[config.mk]
export PLATFORM = sky130hd
export DESIGN_NAME = key_chord_press_classifier
export DESIGN_NICKNAME = d
export VERILOG_FILES = /design/src/design/kcpc_pkg.sv /design/src/design/kcpc_debounce.sv /design/src/design/kcpc_chord_bank.sv /design/src/design/kcpc_click.sv /design/src/design/key_chord_press_classifier.sv
export SDC_FILE = /design/constraint.sdc
export NUM_CORES = 1
export LEC_CHECK = 0
export BUFFER_PORTS_ARGS = -buffer_cell sky130_fd_sc_hd__buf_4
export CAP_MARGIN = 20
export CORE_MARGIN = 5
export CORE_UTILIZATION = 30
export CTS_BUF_LIST = sky130_fd_sc_hd__clkbuf_2 sky130_fd_sc_hd__clkbuf_4 sky130_fd_sc_hd__clkbuf_8
export CTS_CLUSTER_DIAMETER = 40
export DETAILED_ROUTE_END_ITERATION = 8
export GPL_ROUTABILITY_DRIVEN = 0
export GPL_TIMING_DRIVEN = 0
export PLACE_DENSITY = 0.51
export SLEW_MARGIN = 20
export SYNTH_ARGS = -nofsm -noshare
export SYNTH_HDL_FRONTEND = slang
export SYNTH_SLANG_ARGS = --single-unit
export TNS_END_PERCENT = 1
[constraint.sdc]
create_clock -name i_clk -period 7.2 [get_ports i_clk]
set_input_delay 1.44 -clock i_clk [delete_from_list [all_inputs] [get_ports i_clk]]
set_output_delay 1.44 -clock i_clk [all_outputs]
set_load 0.01 [all_outputs]
[src/design/kcpc_pkg.sv]
`timescale 1ns / 1ps

package kcpc_pkg;

    localparam int KEY_W           = 4;
    localparam int CHORD_TABLE_LEN = 8;
    localparam int DEF_NUM_CHORDS  = 8;
    localparam int CHORD_W         = 3;
    localparam int HOLD_W          = 16;
    localparam int STAB_W          = 8;
    localparam int CLICK_CNT_W     = 8;
    localparam int ELAPSED_W       = 32;

    localparam int CFG_IDX_W  = 3;
    localparam int CFG_DATA_W = 24;

    localparam int DEB_W    = 8;
    localparam int LONG_W   = 16;
    localparam int IDLE_W   = 24;
    localparam int WINDOW_W = 16;
    localparam int CLICKS_W = 8;

    localparam logic [DEB_W-1:0]    DEF_DEBOUNCE = 8'd3;
    localparam logic [LONG_W-1:0]   DEF_LONG     = 16'd100;
    localparam logic [IDLE_W-1:0]   DEF_IDLE     = 24'd1500;
    localparam logic [WINDOW_W-1:0] DEF_WINDOW   = 16'd50;
    localparam logic [CLICKS_W-1:0] DEF_CLICKS   = 8'd8;

    localparam logic [KEY_W-1:0] KEY_BUTTON_1 = 4'h1;
    localparam logic [KEY_W-1:0] KEY_BUTTON_2 = 4'h2;
    localparam logic [KEY_W-1:0] KEY_BUTTON_3 = 4'h4;
    localparam logic [KEY_W-1:0] KEY_BUTTON_4 = 4'h8;

    typedef enum logic [CFG_IDX_W-1:0] {
        CFG_DEBOUNCE = 3'd0,
        CFG_LONG     = 3'd1,
        CFG_IDLE     = 3'd2,
        CFG_WINDOW   = 3'd3,
        CFG_CLICKS   = 3'd4
    } t_cfg_idx;

    typedef enum logic [1:0] {
        EVT_NONE  = 2'd0,
        EVT_SHORT = 2'd1,
        EVT_LONG  = 2'd2
    } t_event_kind;

    typedef enum logic [1:0] {
        ACT_NONE      = 2'd0,
        ACT_SELF_TEST = 2'd1,
        ACT_MENU      = 2'd2,
        ACT_FACTORY   = 2'd3
    } t_action;

    // Result of the chord bank for one evaluated tick.
    typedef struct packed {
        t_event_kind        kind;
        logic [CHORD_W-1:0] chord;
        logic               active;
        logic               click_req;
        logic [KEY_W-1:0]   click_key;
    } t_chord_evt;

    function automatic logic [KEY_W-1:0] chord_value(input logic [CHORD_W-1:0] idx);
        logic [KEY_W-1:0] v;
        unique case (idx)
            3'd0:    v = KEY_BUTTON_1;
            3'd1:    v = KEY_BUTTON_2;
            3'd2:    v = KEY_BUTTON_3;
            3'd3:    v = KEY_BUTTON_4;
            3'd4:    v = KEY_BUTTON_1 | KEY_BUTTON_2;
            3'd5:    v = KEY_BUTTON_1 | KEY_BUTTON_3;
            3'd6:    v = KEY_BUTTON_2 | KEY_BUTTON_3;
            default: v = KEY_BUTTON_2 | KEY_BUTTON_4;
        endcase
        return v;
    endfunction

endpackage

[src/design/kcpc_debounce.sv]
`timescale 1ns / 1ps

module kcpc_debounce (
    input  logic                             i_clk,
    input  logic                             i_rst_n,
    input  logic                             i_advance,
    input  logic [kcpc_pkg::KEY_W-1:0]       i_raw_keys,
    input  logic [kcpc_pkg::DEB_W-1:0]       i_debounce_ticks,
    output logic                             o_eval
);

    logic [kcpc_pkg::KEY_W-1:0]  r_stable;
    logic [kcpc_pkg::STAB_W-1:0] r_count;
    logic [kcpc_pkg::STAB_W-1:0] n_count;
    logic                        w_same;

    always_comb begin
        w_same  = (i_raw_keys == r_stable);
        n_count = (&r_count) ? r_count : r_count + 1'b1;
        o_eval  = w_same && (n_count >= i_debounce_ticks);
    end

    always_ff @(posedge i_clk) begin
        if (!i_rst_n) begin
            r_stable <= '0;
            r_count  <= '0;
        end else if (i_advance) begin
            if (!w_same) begin
                r_stable <= i_raw_keys;
                r_count  <= '0;
            end else begin
                r_count <= n_count;
            end
        end
    end

endmodule

[src/design/kcpc_chord_bank.sv]
`timescale 1ns / 1ps

module kcpc_chord_bank #(
    parameter int NUM_CHORDS = kcpc_pkg::DEF_NUM_CHORDS
) (
    input  logic                          i_clk,
    input  logic                          i_rst_n,
    input  logic                          i_advance,
    input  logic                          i_eval,
    input  logic [kcpc_pkg::KEY_W-1:0]    i_keys,
    input  logic                          i_power_off,
    input  logic [kcpc_pkg::LONG_W-1:0]   i_long_ticks,
    output kcpc_pkg::t_chord_evt          o_evt
);

    localparam int SPAN = (NUM_CHORDS < kcpc_pkg::CHORD_TABLE_LEN) ?
                          NUM_CHORDS : kcpc_pkg::CHORD_TABLE_LEN;

    logic [kcpc_pkg::HOLD_W-1:0] r_hold [SPAN];
    logic [kcpc_pkg::HOLD_W-1:0] n_hold [SPAN];
    logic [kcpc_pkg::KEY_W-1:0]  r_prev;

    always_comb begin
        logic [kcpc_pkg::KEY_W-1:0]  c;
        logic [kcpc_pkg::HOLD_W-1:0] h;
        o_evt = '{kind: kcpc_pkg::EVT_NONE, chord: '0, active: 1'b0,
                  click_req: 1'b0, click_key: '0};
        for (int i = 0; i < SPAN; i++) begin
            c = kcpc_pkg::chord_value(kcpc_pkg::CHORD_W'(i));
            h = r_hold[i];
            if (i_keys == c) begin
                o_evt.active = 1'b1;
                if (!(&h)) begin
                    h = h + 1'b1;
                    if (h == i_long_ticks) begin
                        o_evt.kind  = kcpc_pkg::EVT_LONG;
                        o_evt.chord = kcpc_pkg::CHORD_W'(i);
                        // Single keys 1 and 2 back off so the long event repeats.
                        if (c == kcpc_pkg::KEY_BUTTON_1 || c == kcpc_pkg::KEY_BUTTON_2) begin
                            h = h - 1'b1;
                        end
                    end
                end
            end else if (i_keys == '0 && r_prev == c) begin
                if (h < i_long_ticks) begin
                    o_evt.kind      = kcpc_pkg::EVT_SHORT;
                    o_evt.chord     = kcpc_pkg::CHORD_W'(i);
                    o_evt.click_req = i_power_off;
                    o_evt.click_key = c;
                    h = '0;
                end
            end else begin
                h = '0;
            end
            n_hold[i] = h;
        end
        if (!i_eval) begin
            o_evt = '{kind: kcpc_pkg::EVT_NONE, chord: '0, active: 1'b0,
                      click_req: 1'b0, click_key: '0};
        end
    end

    always_ff @(posedge i_clk) begin
        if (!i_rst_n) begin
            r_prev <= '0;
            for (int i = 0; i < SPAN; i++) begin
                r_hold[i] <= '0;
            end
        end else if (i_advance && i_eval) begin
            r_prev <= i_keys;
            for (int i = 0; i < SPAN; i++) begin
                r_hold[i] <= n_hold[i];
            end
        end
    end

endmodule

[src/design/kcpc_click.sv]
`timescale 1ns / 1ps

// Tick differences are kept as elapsed counters, which wrap the same way the
// differences of a free-running timer do.
module kcpc_click (
    input  logic                             i_clk,
    input  logic                             i_rst_n,
    input  logic                             i_advance,
    input  logic                             i_eval,
    input  kcpc_pkg::t_chord_evt             i_evt,
    input  logic [kcpc_pkg::IDLE_W-1:0]      i_idle_ticks,
    input  logic [kcpc_pkg::WINDOW_W-1:0]    i_window_ticks,
    input  logic [kcpc_pkg::CLICKS_W-1:0]    i_clicks_needed,
    output kcpc_pkg::t_action                o_action,
    output logic                             o_dimmed
);

    logic [kcpc_pkg::ELAPSED_W-1:0]   r_idle_el;
    logic [kcpc_pkg::ELAPSED_W-1:0]   n_idle_el;
    logic [kcpc_pkg::ELAPSED_W-1:0]   r_click_el;
    logic [kcpc_pkg::ELAPSED_W-1:0]   w_click_inc;
    logic [kcpc_pkg::ELAPSED_W-1:0]   n_click_el;
    logic [kcpc_pkg::KEY_W-1:0]       r_click_key;
    logic [kcpc_pkg::CLICK_CNT_W-1:0] r_click_cnt;
    logic [kcpc_pkg::CLICK_CNT_W-1:0] w_cnt_eff;
    logic                             w_differ;
    logic                             w_in_win;

    always_comb begin
        w_click_inc = r_click_el + 1'b1;
        w_differ    = (r_click_key != i_evt.click_key);
        n_click_el  = w_differ ? '0 : w_click_inc;
        w_in_win    = n_click_el <= kcpc_pkg::ELAPSED_W'(i_window_ticks);
        w_cnt_eff   = (w_differ || !w_in_win) ? kcpc_pkg::CLICK_CNT_W'(1) : r_click_cnt;

        o_action = kcpc_pkg::ACT_NONE;
        if (i_evt.click_req && w_in_win && w_cnt_eff >= i_clicks_needed) begin
            priority if (i_evt.click_key == kcpc_pkg::KEY_BUTTON_1) begin
                o_action = kcpc_pkg::ACT_SELF_TEST;
            end else if (i_evt.click_key == kcpc_pkg::KEY_BUTTON_2) begin
                o_action = kcpc_pkg::ACT_MENU;
            end else if (i_evt.click_key == kcpc_pkg::KEY_BUTTON_3) begin
                o_action = kcpc_pkg::ACT_FACTORY;
            end else begin
                o_action = kcpc_pkg::ACT_NONE;
            end
        end

        // An evaluated tick advances the timer before the idle test.
        n_idle_el = i_eval ? r_idle_el + 1'b1 : r_idle_el;
        o_dimmed  = (n_idle_el > kcpc_pkg::ELAPSED_W'(i_idle_ticks)) && !i_evt.active;
    end

    always_ff @(posedge i_clk) begin
        if (!i_rst_n) begin
            r_idle_el   <= '0;
            r_click_el  <= '0;
            r_click_key <= '0;
            r_click_cnt <= '0;
        end else if (i_advance && i_eval) begin
            r_idle_el <= i_evt.active ? '0 : n_idle_el;
            if (i_evt.click_req) begin
                r_click_key <= i_evt.click_key;
                r_click_cnt <= (&w_cnt_eff) ? w_cnt_eff : w_cnt_eff + 1'b1;
                r_click_el  <= w_in_win ? n_click_el : '0;
            end else begin
                r_click_el <= w_click_inc;
            end
        end
    end

endmodule

[src/design/key_chord_press_classifier.sv]
`timescale 1ns / 1ps

// An accepted item is held in the input register and its result in the output register.
// Throughput: one item per cycle while the result side is ready. A stalled result
// holds the input register, so one more item is taken and then s_axis_tready drops.
// Reset (synchronous, active low) clears debounce, hold, click and idle state
// and loads the default register values.
module key_chord_press_classifier #(
    parameter int NUM_CHORDS = kcpc_pkg::DEF_NUM_CHORDS
) (
    input  logic                                i_clk,
    input  logic                                i_rst_n,
    input  logic                                i_cfg_we,
    input  logic [kcpc_pkg::CFG_IDX_W-1:0]      i_cfg_idx,
    input  logic [kcpc_pkg::CFG_DATA_W-1:0]     i_cfg_wdata,
    input  logic                                s_axis_tvalid,
    output logic                                s_axis_tready,
    // [3:0] raw_keys, [4] power_off
    input  logic [7:0]                          s_axis_tdata,
    output logic                                m_axis_tvalid,
    input  logic                                m_axis_tready,
    // [1:0] event_kind, [4:2] chord_index, [5] key_active, [6] dimmed,
    // [8:7] special_action
    output logic [15:0]                         m_axis_tdata
);

    logic [kcpc_pkg::DEB_W-1:0]    r_debounce;
    logic [kcpc_pkg::LONG_W-1:0]   r_long;
    logic [kcpc_pkg::IDLE_W-1:0]   r_idle;
    logic [kcpc_pkg::WINDOW_W-1:0] r_window;
    logic [kcpc_pkg::CLICKS_W-1:0] r_clicks;

    logic                          r_in_valid;
    logic [kcpc_pkg::KEY_W-1:0]    r_raw;
    logic                          r_off;
    logic                          r_out_valid;
    logic [8:0]                    r_result;

    logic                          w_advance;
    logic                          w_eval;
    kcpc_pkg::t_chord_evt          w_evt;
    kcpc_pkg::t_action             w_action;
    logic                          w_dimmed;

    always_ff @(posedge i_clk) begin
        if (!i_rst_n) begin
            r_debounce <= kcpc_pkg::DEF_DEBOUNCE;
            r_long     <= kcpc_pkg::DEF_LONG;
            r_idle     <= kcpc_pkg::DEF_IDLE;
            r_window   <= kcpc_pkg::DEF_WINDOW;
            r_clicks   <= kcpc_pkg::DEF_CLICKS;
        end else if (i_cfg_we) begin
            unique case (i_cfg_idx)
                kcpc_pkg::CFG_DEBOUNCE: r_debounce <= i_cfg_wdata[kcpc_pkg::DEB_W-1:0];
                kcpc_pkg::CFG_LONG:     r_long     <= i_cfg_wdata[kcpc_pkg::LONG_W-1:0];
                kcpc_pkg::CFG_IDLE:     r_idle     <= i_cfg_wdata[kcpc_pkg::IDLE_W-1:0];
                kcpc_pkg::CFG_WINDOW:   r_window   <= i_cfg_wdata[kcpc_pkg::WINDOW_W-1:0];
                kcpc_pkg::CFG_CLICKS:   r_clicks   <= i_cfg_wdata[kcpc_pkg::CLICKS_W-1:0];
                default: ;
            endcase
        end
    end

    assign w_advance     = r_in_valid && (!r_out_valid || m_axis_tready);
    assign s_axis_tready = !r_in_valid || w_advance;
    assign m_axis_tvalid = r_out_valid;
    assign m_axis_tdata  = {7'd0, r_result};

    always_ff @(posedge i_clk) begin
        if (!i_rst_n) begin
            r_in_valid  <= 1'b0;
            r_out_valid <= 1'b0;
        end else begin
            if (s_axis_tvalid && s_axis_tready) begin
                r_in_valid <= 1'b1;
            end else if (w_advance) begin
                r_in_valid <= 1'b0;
            end
            if (w_advance) begin
                r_out_valid <= 1'b1;
            end else if (m_axis_tready) begin
                r_out_valid <= 1'b0;
            end
        end
    end

    always_ff @(posedge i_clk) begin
        if (s_axis_tvalid && s_axis_tready) begin
            r_raw <= s_axis_tdata[kcpc_pkg::KEY_W-1:0];
            r_off <= s_axis_tdata[kcpc_pkg::KEY_W];
        end
        if (w_advance) begin
            r_result <= {w_action, w_dimmed, w_evt.active, w_evt.chord, w_evt.kind};
        end
    end

    kcpc_debounce u_debounce (
        .i_clk            (i_clk),
        .i_rst_n          (i_rst_n),
        .i_advance        (w_advance),
        .i_raw_keys       (r_raw),
        .i_debounce_ticks (r_debounce),
        .o_eval           (w_eval)
    );

    kcpc_chord_bank #(
        .NUM_CHORDS (NUM_CHORDS)
    ) u_chord_bank (
        .i_clk        (i_clk),
        .i_rst_n      (i_rst_n),
        .i_advance    (w_advance),
        .i_eval       (w_eval),
        .i_keys       (r_raw),
        .i_power_off  (r_off),
        .i_long_ticks (r_long),
        .o_evt        (w_evt)
    );

    kcpc_click u_click (
        .i_clk           (i_clk),
        .i_rst_n         (i_rst_n),
        .i_advance       (w_advance),
        .i_eval          (w_eval),
        .i_evt           (w_evt),
        .i_idle_ticks    (r_idle),
        .i_window_ticks  (r_window),
        .i_clicks_needed (r_clicks),
        .o_action        (w_action),
        .o_dimmed        (w_dimmed)
    );

endmodule

==> key figures <==
Outcome
  – Violated checks: setup timing
  – Status: complete, but fails checks

Die
  – Die height: 284.1 um
  – Die width: 284.1 um
  – Num ports: 58
  – Die ar.: slightly above 0.08 mm^2
  – Core area: ~0.074 mm^2
  – FP Rows: 100
  – Starting density of the core: 30.28%

Setup path
  – CP endpoint kind: flop
  – FF-to-FF path depth: 32
  – Reg-to-Reg End: r_result[7]
  – CP max-delay cell: or4_4
  – Critical path class: reg2reg
  – Worst path most repeated cell: a21o_1
  – Reg2reg setup slack: -0.58 ns
  – Worst EP required: about 7.6 ns
  – CP Max Fanout: 7
  – Worst reg2reg startpoint: r_raw[3]
  – Crit path DAT: approximately 8.2 ns
  – CP Launch Type: flop
  – Worst path max stage delay: a little over 0.6 ns

Logic synthesis
  – Mapped Cells: 2635
  – Sequential share of the synthesized area: about 34%
  – Yosys reg bits: 308
  – Cell area after synthesis: ~0.023 mm^2
  – Share of the synthesized area in the top cell type: approximately a fifth
  – Most frequent cells after synthesis: nand2_1, nor2_1, xnor2_1, ha_1, dfxtp_1
  – Post-Syn Area per Cell: ~8.6 um^2
  – Top-count cell post-synth: nand2_1
  – Ys async rst share: 0%
  – Ys flop type: dfxtp_1
  – Largest area contributor in the netlist: edfxtp_1
  – Yosys synthesis warning count: 0
  – Yosys cell types: 83
  – Post-synth EDFFs: about 140
  – Synth top area cells: edfxtp_1, dfxtp_1, ha_1

STA
  – Slew headroom: roughly 23%
  – Final setup violation count: 2
  – Clock Skew: 0.05397 ns
  – Fmax: 128.6 MHz
  – Hold Vio Cnt, Final: 0
  – Final Cycle Share: 108.0%
  – Setup ws final: -0.5786 ns
  – Final slew viol count: 0
  – Fin crit period: 7.779 ns
  – RSZ-0062 raised after global routing: yes
  – Setup_tns: -1.135 ns
  – Worst-Margin Slew: 1.151 ns

Global route
  – GRT met2 Usage: 31.03%
  – Grt met1 use: roughly a quarter
  – Vias in the first global route: roughly 20000
  – Total global-route track usage: 18.44%
  – First-pass GRT wire length: roughly 120000 um
  – Pin count of the biggest net entering global routing: 18
  – Grt total ovfl: 0
  – Initial antenna violation count: 0
  – Busiest grt layer: met2
  – Grt met3 use: between 2 and 3%

Cells and area
  – Area grow syn2layout: 19.75%
  – Utilization after layout: a little over a third
  – Antenna cells: 0
  – Nets: about 3000
  – Non-filler cells in the finished layout: a little under 4000
  – Fraction of layout cells with a size suffix above 1: between 10% and 20%
  – Fillers: 7617

Detailed routing
  – DRT Pass-1 Iters: 8
  – DR vias/cell: between 5 and 6
  – Post-DRT Antenna Nets: 0
  – Post-route DRC: 0
  – Detailed Route Iter0 Violations: 1555
  – Routed len/inst: approximately 20 um
  – Via count: 20540
  – DRT Wirelength: around 77000 um

Placement
  – IO buf count: 46
  – Dpl cells: 3664
  – Dpl hpwl: between 50000 and 60000 um
  – Pre-CTS setup slack: -3.048 ns

Power and ir drop
  – Pwr/cell area: roughly 180 mW/mm^2
  – Power Total: approximately 4.7 mW
  – Worst VDD drop: roughly 0.12 mV
  – Leakage power total: slightly below 10 nW

Clock tree
  – Clk sink count: a little over 300
  – Cts hold-fix bufs: 0
  – Clock Tree Root: clkbuf_8
  – Deepest clock path buffer count: 3
  – Htree depth: 3
  – Clock insertion delay at the later pin of the skew report: 0.68 ns
  – Worst-path clk slew: roughly 0.05 ns
  – CTS tree: yes
  – CTS Buf Count: 74

Worst hold path
  – Hold depth: 2
  – Endpoint, Worst Hold: r_idle[14]
  – Min-delay worst type: reg2reg
  – Worst hold start: r_idle[14]

Flow run
  – Total of max-cap violations: 0
[critical path, delay by kind of cell (launching register included)]
family                   cells  cell delay (ns)
AND/OR/NAND/NOR             12             3.29
AO/OA/AOI/OAI               16             3.00
flip-flops                   1             0.51
adder cells (fa/ha/maj)      2             0.44
buffers and inverters        2             0.24
[power breakdown]
group	internal (mW)	switching (mW)	leakage [nW]
clock network	1.42	0.969	0.865
logic	0.165	0.253	6.10
registers	1.87	0.0549	2.81
[timing repair]
item	in CTS	in global routing
pin swaps	34	34
setup buffers	34	18
gates cloned	1	0
gates resized for setup	101	44
setup endpoints to repair	42	6
[layer usage]
layer / part of all wire (%) / wire length [um]
met1: 44 / 34030
met2: 47 / 36070
met3: 5.2 / 4014
met4: 3.9 / 2990
met5: 0 / 0
[layout make-up]
type                    instances  area, um^2  area share (%)
plain buffers                 108       545.5           2.021
clock buffers                  95        1214           4.496
clock inverters                38       470.5           1.743
inverters                     111       493.0           1.826
multi-input cells            2105       14590           54.03
flip-flops and latches        308        7634           28.28
well taps                     969        1212           4.491
repair buffers                107       842.1           3.119
[sequential cells by signal, summed over array words and instances, names as in the netlist, 9 cells and up]
signal and cells:
r_long 16, u_chord_bank.r_hold 128, u_click.r_idle_el 32, u_click.r_click_el 32, r_result 9, r_window 16, r_idle 24
[worst max-delay path by stage]
stage                     startpoint  slack, ns           to  depth (start not counted)
after floorplan            r_long[2]      0.002  r_result[8]                         38
after global routing       r_long[2]      -0.77  r_result[7]                         39
after global placement     r_long[2]      -2.94  r_result[8]                         38
after CTS                   r_raw[1]      -0.72  r_result[7]                         34
after detailed placement   r_long[2]      -3.05  r_result[8]                         37
final                       r_raw[3]      -0.58  r_result[7]                         32
[metrics by stage]
stage          cell area, um^2  hold slack [ns]
6_report                 27000           0.4606
5_1_grt                  27000           0.4894
4_1_cts                  26700           0.4661
3_5_place_dp             24350           0.4586
3_3_place_gp             24230           0.4552
2_1_floorplan            22670           0.4435
[cells in the final DEF, fill, tap and decap left out, drive strengths merged, types with 81 or more instances in the layout]
master | synthesis | final
a21oi | 86 | 86
edfxtp | 142 | 142
dfxtp | 166 | 166
inv | 108 | 111
nand4 | 81 | 81
o21ai | 98 | 98
nor2 | 249 | 249
nand2 | 315 | 315
xor2 | 113 | 113
nand3 | 134 | 134
clkbuf | 95 | 181
xnor2 | 203 | 203
ha | 196 | 196
buf | 22 | 129
[cells by family (layout without fill, tap and decap cells)]
logic type               after synthesis  after routing  synth area share (%)
AO/OA/AOI/OAI                        459            459                 14.00
flip-flops                           308            308                 33.66
adder cells (fa/ha/maj)              196            196                 10.88
multiplexers                           9              9                0.4052
other                                  1              7               0.01663
buffers and inverters                228            459                 4.079
XOR/XNOR                             316            316                 12.28
AND/OR/NAND/NOR                     1118           1118                 24.68
Power figures use the tool's default switching activity.
